## src/hdl/compacting_array_queue_unit_assert.svh

```systemverilog
// Assertion macros used by the queue unit's datapath.
`ifndef COMPACTING_ARRAY_QUEUE_UNIT_ASSERT_SVH
`define COMPACTING_ARRAY_QUEUE_UNIT_ASSERT_SVH

// The consequent must hold in the same cycle as the antecedent.
`define CAQU_ASSERT_HOLDS(label, clk, rst, ante, cons) \
   label: assert property (@(posedge clk) disable iff (rst) (ante) |-> (cons)) \
      else $error("queue unit: same-cycle check failed");

// The consequent must hold in the cycle after the antecedent.
`define CAQU_ASSERT_NEXT(label, clk, rst, ante, cons) \
   label: assert property (@(posedge clk) disable iff (rst) (ante) |=> (cons)) \
      else $error("queue unit: next-cycle check failed");

`endif

```

## src/hdl/caqu_pkg.sv

```systemverilog
`timescale 1ns / 1ps

package caqu_pkg;

   // Field widths fixed by the item format.
   localparam int BYTE_W = 8;
   localparam int OCC_W  = 4;

   // Byte returned when nothing is taken from the queue.
   localparam logic [BYTE_W-1:0] FILLER = 8'd35;

   // Action codes.
   localparam logic ACT_ENQUEUE = 1'b0;
   localparam logic ACT_DEQUEUE = 1'b1;

   // Commands from the controller to the datapath.
   typedef struct packed {
      logic in_ready;
      logic capture;
      logic deq_read;
      logic deq_take;
      logic cmp_start;
      logic cmp_step;
      logic enq_write;
      logic rsp_load;
   } cmd_type;

   // Status from the datapath to the controller.
   typedef struct packed {
      logic in_valid;
      logic in_deq;
      logic empty;
      logic full;
      logic back_cap;
      logic cmp_last;
      logic out_free;
   } status_type;

endpackage

```

## src/hdl/caqu_if.sv

```systemverilog
`timescale 1ns / 1ps

// Request channel: one queue operation per transfer.
interface caqu_req_if;
   logic                       valid;
   logic                       ready;
   logic                       action;
   logic [caqu_pkg::BYTE_W-1:0] item_data;

   modport source (output valid, output action, output item_data, input ready);
   modport sink   (input valid, input action, input item_data, output ready);
endinterface

// Response channel: one result per request.
interface caqu_rsp_if;
   logic                       valid;
   logic                       ready;
   logic [caqu_pkg::BYTE_W-1:0] front_out;
   logic                       took_item;
   logic                       stored;
   logic [caqu_pkg::OCC_W-1:0]  occupancy;
   logic                       empty_flag;
   logic                       full_flag;

   modport source (output valid, output front_out, output took_item, output stored,
                   output occupancy, output empty_flag, output full_flag, input ready);
   modport sink   (input valid, input front_out, input took_item, input stored,
                   input occupancy, input empty_flag, input full_flag, output ready);
endinterface

```

## src/hdl/caqu_ram.sv

```systemverilog
`timescale 1ns / 1ps

// Simple dual-port RAM with one write port and one registered read port.
module caqu_ram #(
   parameter int WIDTH = 8,
   parameter int DEPTH = 8
) (
   input  logic                     clock,
   input  logic                     we,
   input  logic [$clog2(DEPTH)-1:0] waddr,
   input  logic [WIDTH-1:0]         wdata,
   input  logic                     re,
   input  logic [$clog2(DEPTH)-1:0] raddr,
   output logic [WIDTH-1:0]         rdata
);

   logic [WIDTH-1:0] mem [DEPTH];
   logic [WIDTH-1:0] rdata_ff;

   // Write port and registered read port.
   always_ff @(posedge clock) begin
      if (we) begin
         mem[waddr] <= wdata;
      end
      if (re) begin
         rdata_ff <= mem[raddr];
      end
   end

   assign rdata = rdata_ff;

endmodule

```

## src/hdl/caqu_ctrl.sv

```systemverilog
`timescale 1ns / 1ps

// Sequencer for one queue operation at a time.
module caqu_ctrl (
   input  logic                 clock,
   input  logic                 reset,
   input  caqu_pkg::status_type st,
   output caqu_pkg::cmd_type    cmd
);

   import caqu_pkg::*;

   typedef enum logic [2:0] {
      S_IDLE,
      S_COMPACT,
      S_ENQ,
      S_DEQ_WAIT,
      S_FINISH
   } state_type;

   state_type state_ff;
   state_type state_in;

   // Next state and commands.
   always_comb begin
      state_in = state_ff;
      cmd      = '0;
      unique case (state_ff)
         S_IDLE: begin
            cmd.in_ready = 1'b1;
            if (st.in_valid) begin
               cmd.capture = 1'b1;
               if (st.in_deq == ACT_DEQUEUE) begin
                  if (st.empty) begin
                     state_in = S_FINISH;
                  end else begin
                     cmd.deq_read = 1'b1;
                     state_in     = S_DEQ_WAIT;
                  end
               end else if (st.full) begin
                  state_in = S_FINISH;
               end else if (st.back_cap) begin
                  cmd.cmp_start = 1'b1;
                  state_in      = S_COMPACT;
               end else begin
                  state_in = S_ENQ;
               end
            end
         end
         S_COMPACT: begin
            cmd.cmp_step = 1'b1;
            if (st.cmp_last) begin
               state_in = S_ENQ;
            end
         end
         S_ENQ: begin
            cmd.enq_write = 1'b1;
            state_in      = S_FINISH;
         end
         S_DEQ_WAIT: begin
            cmd.deq_take = 1'b1;
            state_in     = S_FINISH;
         end
         S_FINISH: begin
            if (st.out_free) begin
               cmd.rsp_load = 1'b1;
               state_in     = S_IDLE;
            end
         end
         default: begin
            state_in = S_IDLE;
         end
      endcase
   end

   // State register.
   always_ff @(posedge clock) begin
      if (reset) begin
         state_ff <= S_IDLE;
      end else begin
         state_ff <= state_in;
      end
   end

endmodule

```

## src/hdl/caqu_datapath.sv

```systemverilog
`timescale 1ns / 1ps
`include "compacting_array_queue_unit_assert.svh"

// Queue pointers, slot memory, compaction mover and result register.
module caqu_datapath #(
   parameter int CAPACITY = 8
) (
   input  logic                 clock,
   input  logic                 reset,
   caqu_req_if.sink             req_chan,
   caqu_rsp_if.source           rsp_chan,
   input  caqu_pkg::cmd_type    cmd,
   output caqu_pkg::status_type st
);

   import caqu_pkg::*;

   // Positions run 1..CAPACITY; the compaction source pointer reaches CAPACITY + 1.
   localparam int PW = $clog2(CAPACITY + 2);
   localparam int AW = $clog2(CAPACITY);
   localparam logic [PW-1:0] POS_ONE = PW'(1);
   localparam logic [PW-1:0] POS_CAP = PW'(CAPACITY);

   logic [PW-1:0]     front_ff;
   logic [PW-1:0]     back_ff;
   logic [PW-1:0]     src_ff;
   logic [PW-1:0]     dst_ff;
   logic [BYTE_W-1:0] data_ff;
   logic [BYTE_W-1:0] res_byte_ff;
   logic              took_ff;
   logic              stored_ff;

   logic              out_valid_ff;
   logic [BYTE_W-1:0] out_byte_ff;
   logic              out_took_ff;
   logic              out_stored_ff;
   logic [OCC_W-1:0]  out_occ_ff;
   logic              out_empty_ff;
   logic              out_full_ff;

   logic              ram_we;
   logic [AW-1:0]     ram_waddr;
   logic [BYTE_W-1:0] ram_wdata;
   logic              ram_re;
   logic [AW-1:0]     ram_raddr;
   logic [BYTE_W-1:0] ram_rdata;

   logic              is_empty;
   logic              is_full;
   logic              src_in_range;
   logic [PW-1:0]     front_m1;
   logic [PW-1:0]     src_m1;
   logic [PW-1:0]     dst_m1;
   logic [PW-1:0]     count;

   // Slot array. Only occupied slots are ever read, so it needs no clearing.
   caqu_ram #(
      .WIDTH (BYTE_W),
      .DEPTH (CAPACITY)
   ) u_slots (
      .clock (clock),
      .we    (ram_we),
      .waddr (ram_waddr),
      .wdata (ram_wdata),
      .re    (ram_re),
      .raddr (ram_raddr),
      .rdata (ram_rdata)
   );

   // Queue state decode.
   assign is_empty     = (front_ff == '0) && (back_ff == '0);
   assign is_full      = (front_ff == POS_ONE) && (back_ff == POS_CAP);
   assign src_in_range = (src_ff <= back_ff);
   assign front_m1     = front_ff - POS_ONE;
   assign src_m1       = src_ff - POS_ONE;
   assign dst_m1       = dst_ff - POS_ONE;
   assign count        = is_empty ? '0 : (back_ff - front_ff + POS_ONE);

   assign st.in_valid = req_chan.valid;
   assign st.in_deq   = req_chan.action;
   assign st.empty    = is_empty;
   assign st.full     = is_full;
   assign st.back_cap = (back_ff == POS_CAP);
   assign st.cmp_last = !src_in_range;
   assign st.out_free = !out_valid_ff || rsp_chan.ready;

   assign req_chan.ready = cmd.in_ready;

   // Memory port selection.
   always_comb begin
      ram_we    = 1'b0;
      ram_waddr = back_ff[AW-1:0];
      ram_wdata = data_ff;
      ram_re    = 1'b0;
      ram_raddr = front_m1[AW-1:0];
      if (cmd.deq_read || cmd.cmp_start) begin
         ram_re = 1'b1;
      end
      if (cmd.cmp_step) begin
         ram_we    = 1'b1;
         ram_waddr = dst_m1[AW-1:0];
         ram_wdata = ram_rdata;
         ram_re    = src_in_range;
         ram_raddr = src_m1[AW-1:0];
      end
      if (cmd.enq_write) begin
         ram_we = 1'b1;
      end
   end

   // Pointers and per-operation result.
   always_ff @(posedge clock) begin
      if (reset) begin
         front_ff <= '0;
         back_ff  <= '0;
      end else begin
         if (cmd.deq_take) begin
            if (front_ff == back_ff) begin
               front_ff <= '0;
               back_ff  <= '0;
            end else begin
               front_ff <= front_ff + POS_ONE;
            end
         end
         if (cmd.cmp_step && !src_in_range) begin
            front_ff <= POS_ONE;
            back_ff  <= dst_ff;
         end
         if (cmd.enq_write) begin
            if (back_ff == '0) begin
               front_ff <= POS_ONE;
            end
            back_ff <= back_ff + POS_ONE;
         end
      end
   end

   // Compaction pointers, latched input and result fields.
   always_ff @(posedge clock) begin
      if (cmd.capture) begin
         data_ff     <= req_chan.item_data;
         res_byte_ff <= FILLER;
         took_ff     <= 1'b0;
         stored_ff   <= 1'b0;
      end
      if (cmd.cmp_start) begin
         src_ff <= front_ff + POS_ONE;
         dst_ff <= POS_ONE;
      end
      if (cmd.cmp_step) begin
         dst_ff <= dst_ff + POS_ONE;
         if (src_in_range) begin
            src_ff <= src_ff + POS_ONE;
         end
      end
      if (cmd.deq_take) begin
         res_byte_ff <= ram_rdata;
         took_ff     <= 1'b1;
      end
      if (cmd.enq_write) begin
         stored_ff <= 1'b1;
      end
   end

   // Output register: holds the result until the transfer completes.
   always_ff @(posedge clock) begin
      if (reset) begin
         out_valid_ff <= 1'b0;
      end else if (cmd.rsp_load) begin
         out_valid_ff <= 1'b1;
      end else if (rsp_chan.ready) begin
         out_valid_ff <= 1'b0;
      end
   end

   always_ff @(posedge clock) begin
      if (cmd.rsp_load) begin
         out_byte_ff   <= res_byte_ff;
         out_took_ff   <= took_ff;
         out_stored_ff <= stored_ff;
         out_occ_ff    <= OCC_W'(count);
         out_empty_ff  <= is_empty;
         out_full_ff   <= is_full;
      end
   end

   assign rsp_chan.valid      = out_valid_ff;
   assign rsp_chan.front_out  = out_byte_ff;
   assign rsp_chan.took_item  = out_took_ff;
   assign rsp_chan.stored     = out_stored_ff;
   assign rsp_chan.occupancy  = out_occ_ff;
   assign rsp_chan.empty_flag = out_empty_ff;
   assign rsp_chan.full_flag  = out_full_ff;

   // Checks on pointer consistency and the compaction sequence.
   `CAQU_ASSERT_HOLDS(a_ptr_order, clock, reset, front_ff != '0, (front_ff <= back_ff) && (back_ff <= POS_CAP))
   `CAQU_ASSERT_HOLDS(a_ptr_empty, clock, reset, front_ff == '0, back_ff == '0)
   `CAQU_ASSERT_HOLDS(a_cmp_tail, clock, reset, cmd.cmp_step, back_ff == POS_CAP)
   `CAQU_ASSERT_HOLDS(a_cmp_order, clock, reset, cmd.cmp_step && src_in_range, dst_ff < src_ff)
   `CAQU_ASSERT_NEXT(a_cmp_begin, clock, reset, cmd.cmp_start, cmd.cmp_step)

endmodule

```

## src/hdl/compacting_array_queue_unit.sv

```systemverilog
`timescale 1ns / 1ps

// Byte queue held in a CAPACITY-entry array whose head advances on each dequeue.
// Each request is one transfer carrying an action (enqueue or dequeue) and a byte;
// each gives exactly one response carrying the dequeued byte (or '#'), whether a
// byte was taken or stored, and the occupancy and empty and full flags after the
// operation. Operations run one at a time. When the tail has reached CAPACITY with
// free slots at the front, an enqueue first moves the n stored bytes (at most
// CAPACITY - 1) down to position 1, one byte per cycle through the slot memory's
// read and write ports. A new request is taken while the previous response still
// waits in the output register. No clearing pass is needed after reset.
module compacting_array_queue_unit #(
   parameter int CAPACITY = 8
) (
   input logic        clock,
   input logic        reset,
   caqu_req_if.sink   req_chan,
   caqu_rsp_if.source rsp_chan
);

   import caqu_pkg::*;

   cmd_type    cmd;
   status_type st;

   caqu_ctrl u_ctrl (
      .clock (clock),
      .reset (reset),
      .st    (st),
      .cmd   (cmd)
   );

   caqu_datapath #(
      .CAPACITY (CAPACITY)
   ) u_datapath (
      .clock    (clock),
      .reset    (reset),
      .req_chan (req_chan),
      .rsp_chan (rsp_chan),
      .cmd      (cmd),
      .st       (st)
   );

endmodule

```

## src/flat_wrapper.sv

```systemverilog
// flat-port wrapper written by rule: the top's interface ports become plain ports
module compacting_array_queue_unit_flat import caqu_pkg::*;
#(
   parameter int CAPACITY = 8
)
  (clock, reset, req_chan_valid, req_chan_action, req_chan_item_data, req_chan_ready, rsp_chan_valid, rsp_chan_front_out, rsp_chan_took_item, rsp_chan_stored, rsp_chan_occupancy, rsp_chan_empty_flag, rsp_chan_full_flag, rsp_chan_ready);
  caqu_req_if req_chan_i ();
  caqu_rsp_if rsp_chan_i ();
  input logic clock;
  input logic reset;
  input wire logic [$bits(req_chan_i.valid)-1:0] req_chan_valid;
  input wire logic [$bits(req_chan_i.action)-1:0] req_chan_action;
  input wire logic [$bits(req_chan_i.item_data)-1:0] req_chan_item_data;
  output wire logic [$bits(req_chan_i.ready)-1:0] req_chan_ready;
  output wire logic [$bits(rsp_chan_i.valid)-1:0] rsp_chan_valid;
  output wire logic [$bits(rsp_chan_i.front_out)-1:0] rsp_chan_front_out;
  output wire logic [$bits(rsp_chan_i.took_item)-1:0] rsp_chan_took_item;
  output wire logic [$bits(rsp_chan_i.stored)-1:0] rsp_chan_stored;
  output wire logic [$bits(rsp_chan_i.occupancy)-1:0] rsp_chan_occupancy;
  output wire logic [$bits(rsp_chan_i.empty_flag)-1:0] rsp_chan_empty_flag;
  output wire logic [$bits(rsp_chan_i.full_flag)-1:0] rsp_chan_full_flag;
  input wire logic [$bits(rsp_chan_i.ready)-1:0] rsp_chan_ready;
  assign req_chan_i.valid = req_chan_valid;
  assign req_chan_i.action = req_chan_action;
  assign req_chan_i.item_data = req_chan_item_data;
  assign req_chan_ready = req_chan_i.ready;
  assign rsp_chan_valid = rsp_chan_i.valid;
  assign rsp_chan_front_out = rsp_chan_i.front_out;
  assign rsp_chan_took_item = rsp_chan_i.took_item;
  assign rsp_chan_stored = rsp_chan_i.stored;
  assign rsp_chan_occupancy = rsp_chan_i.occupancy;
  assign rsp_chan_empty_flag = rsp_chan_i.empty_flag;
  assign rsp_chan_full_flag = rsp_chan_i.full_flag;
  assign rsp_chan_i.ready = rsp_chan_ready;
  compacting_array_queue_unit #(.CAPACITY(CAPACITY)) u_core (.clock(clock), .reset(reset), .req_chan(req_chan_i), .rsp_chan(rsp_chan_i));
endmodule
```

## config.mk

```make
export PLATFORM = sky130hd
export DESIGN_NAME = compacting_array_queue_unit_flat
export DESIGN_NICKNAME = d
export VERILOG_FILES = /design/src/hdl/caqu_pkg.sv /design/src/hdl/caqu_if.sv /design/src/hdl/caqu_ram.sv /design/src/hdl/caqu_ctrl.sv /design/src/hdl/caqu_datapath.sv /design/src/hdl/compacting_array_queue_unit.sv /design/src/flat_wrapper.sv
export VERILOG_INCLUDE_DIRS = /design/src /design/src/hdl
export SDC_FILE = /design/constraint.sdc
export NUM_CORES = 1
export LEC_CHECK = 0
export BUFFER_PORTS_ARGS = -buffer_cell sky130_fd_sc_hd__buf_2
export CORE_MARGIN = 10
export CORE_UTILIZATION = 45
export CTS_BUF_LIST = sky130_fd_sc_hd__clkbuf_4 sky130_fd_sc_hd__clkbuf_8
export DETAILED_ROUTE_END_ITERATION = 10
export PLACE_DENSITY = 0.74
export SLEW_MARGIN = 0
export SYNTH_ARGS = -nofsm -noshare
export SYNTH_HDL_FRONTEND = slang
export SYNTH_SLANG_ARGS = --single-unit
```

## constraint.sdc

```tcl
create_clock -name clock -period 2.94 [get_ports clock]
set_input_delay 0.147 -clock clock [delete_from_list [all_inputs] [get_ports clock]]
set_output_delay 0.147 -clock clock [all_outputs]
set_load 0.02 [all_outputs]
```

==> metrics.cfg <==
[status]
status = completed

[pwr]
share_comb_of_total_power = 0.229
switching_share = 0.286
switchingPower_mw = 1.51
p_int_mw = 3.78
power_leakage_nw = 2.36
peakVddDrop_mv = 0.283
seq_power_share = 0.452
total_power_mw = 5.29
p_per_area_mw_per_mm2 = 830
p_clk_frac = 0.319

[worst_setup_path]
worstSetupStartpointType = register
cp-end-kind = register
r2r-start = u_core.u_ctrl.state_ff[1]
path_class = register to register
critPathLaunch = u_core.u_ctrl.state_ff[1]
critPathRequiredTime_ns = 3.13
cp.arrival_ns = 2.81
critPathMaxFanout = 12

[clocking]
tritoncts = built
clock_latency_ns = 0.44
cts_hold_buffers = 9
cts.clk_slew.worst_paths_ns = 0.07
cts.sinks = 126
cts_root_buf = clkbuf_8
htreeDepth = 4
post_cts_buffers = 0
cts_resized = 0
cts_buffers = 17
cts_max_path_buffers = 2

[timing]
drv_slew = 0
fin_crit_sh = 0.893
rsz0062_at_grt = false
hold_slack_ns = 0.0672
max_slew.worst_pin.slew_ns = 1.08
period_minus_slack_ns = 2.63
fmax_mhz = 381
fin_tns_setup_ns = 0
setup_viol = 0
fin_skew_ns = 0.00743
hold_viol = 0
maxSlewHeadroom = 0.275

[floorplanning]
die_w_um = 130
die_area_mm2 = 0.0168
initial_core_util = 0.455
ios = 31
fp.dieH_um = 130
core_area_mm2 = 0.0119
row_count = 40

[run]
cap_violations = 0

[logic_synthesis]
synth_enable_flop_cells = 108
ys_ff_latch = 126
ys.flop_type = edfxtp_1
syn_avg_cell_area_um2 = 14.4
ys_async_sr_fraction = 0
ys.warnings.count = 0
syn_area_mm2 = 0.00543
synthCells = 376
seq_area_frac_synth = 0.664
synth.distinct_cells = 47
syn_nets = 407

[global_route]
grt_pass1_wl_mm = 17.5
grt_usage = 0.138
grt_pass1_vias = 3387
grtUsageMet3 = 0.0519
met2_usage = 0.211
grt_overflow_total = 0
grt_use_met1 = 0.169
grt_max_degree = 19
top_usage_layer = met2
antenna_found_initial = 0

[cells_and_area]
multi_input_area_mm2 = 0.00170
fill_cells = 952
drive_above_1_share = 0.232
final_cell_mix = 108 x edfxtp_1, 43 x nand2_1, 30 x buf_2, 26 x nor2_1, 19 x a21oi_1
final_common_cell = edfxtp_1
utilization = 0.535
syn_to_final_growth_pct = 17.5
nNetsFinal = 470
num_antenna_cells = 0
final-seq-area_mm2 = 0.00360

[route]
drc = 0
wire_per_inst_um = 17.7
vias_per_cell = 5.42
firstDrtPassIters = 4
first_iter_violations = 354
antenna_left = 0
wl_mm = 10.6
vias = 3247

[placement]
place_congestion = 0.878
dp_hpwl_mm = 7.31
portBuffers = 30

[worst_hold_path]
hp-start = rsp_chan_ready
hold_class = input port to register

==> critical path, stage by stage (launching register included) <==
cell     delay [ns]
dfxtp_1        0.40
nor3b_4        0.35
buf_4          0.25
a21oi_1        0.09
xnor2_1        0.85
mux2_2         0.42
==> state kept, by name (all words and copies together), names as in the netlist, 3 cells and up <==
register	flops
u_core.u_datapath.back_ff	4
u_core.u_datapath.u_slots.mem	64
u_core.u_datapath.rsp_chan.occupancy	4
u_core.u_ctrl.state_ff	3
u_core.u_datapath.rsp_chan.front_out	8
u_core.u_datapath.res_byte_ff	8
u_core.u_datapath.src_ff	4
u_core.u_datapath.u_slots.rdata	8
u_core.u_datapath.data_ff	8
u_core.u_datapath.dst_ff	4
u_core.u_datapath.front_ff	4
==> Yosys cell counts (all sizes together), types with 2 or more instances <==
| library cell | n | area [um2] |
|---|---|---|
| nor3 | 7 | 35.0 |
| and2 | 4 | 25.0 |
| nand2b | 4 | 25.0 |
| nor2b | 2 | 12.5 |
| nand2 | 43 | 161 |
| buf | 6 | 35.0 |
| ha | 17 | 213 |
| mux2 | 9 | 101 |
| a21o | 4 | 30.0 |
| o21ai | 4 | 20.0 |
| xor2 | 6 | 52.6 |
| or2 | 2 | 12.5 |
| edfxtp | 108 | 3240 |
| dfxtp | 18 | 360 |
| mux2i | 11 | 123 |
| o211ai | 2 | 15.0 |
| a21oi | 19 | 95.1 |
| nor3b | 3 | 33.8 |
| nand3b | 4 | 30.0 |
| a22oi | 3 | 22.5 |
| and3 | 6 | 37.5 |
| xnor2 | 6 | 52.6 |
| nand3 | 8 | 40.0 |
| inv | 17 | 63.8 |
| mux4 | 14 | 323 |
| nor2 | 26 | 97.6 |
| clkbuf | 6 | 22.5 |
| a31oi | 4 | 25.0 |
==> final timing paths <==
check / cells past startpoint / slack [ns] / end
max: 5 / 0.31 / u_core.u_datapath.u_slots.rdata[5]
min: 3 / 0.07 / u_core.u_datapath.rsp_chan.valid
max reg2reg: 5 / 0.31 / u_core.u_datapath.u_slots.rdata[5]
min reg2reg: 0 / 0.42 / u_core.u_datapath.rsp_chan.front_out[0]
==> layer usage <==
metal	share of wire	up-vias
met4	0.016	0
met1	0.44	1574
met2	0.48	125
met5	0	-
li1	-	1531
met3	0.070	17
==> logic make-up after synthesis <==
group,Yosys count,synth area share
AND/OR/NAND/NOR,114,0.102
multiplexers,34,0.101
adder cells (fa/ha/maj),18,0.0429
buffers and inverters,29,0.0224
flip-flops,126,0.664
AO/OA/AOI/OAI,43,0.0487
XOR/XNOR,12,0.0194
==> through the flow <==
stage	cells	setup slack [ns]	instance area, um2
after global placement	558	0.454	5830
after global routing	599	0.0132	6370
after CTS	599	0.279	6370
after floorplan	376	0.0870	5430
after detailed placement	558	0.332	5830
final	599	0.315	6370
==> area by class of cell <==
type	count	share of cell area
repair buffers	56	0.0577
inverters	17	0.0100
clock inverters	15	0.0344
clock buffers	17	0.0367
multi-input cells	221	0.267
flip-flops and latches	126	0.565
well taps	147	0.0289
==> power by group through the flow <==
stage | clock (mW) | combinational (mW) | sequential, mW
6_report | 1.68 | 1.21 | 2.39
5_1_grt | 1.80 | 1.35 | 2.41
4_1_cts | 1.71 | 1.22 | 2.39
3_5_place_dp | 0 | 1.21 | 2.42
3_3_place_gp | 0 | 1.17 | 2.41
2_1_floorplan | 0 | 0.866 | 2.42
(Power assumes the default switching activity.)
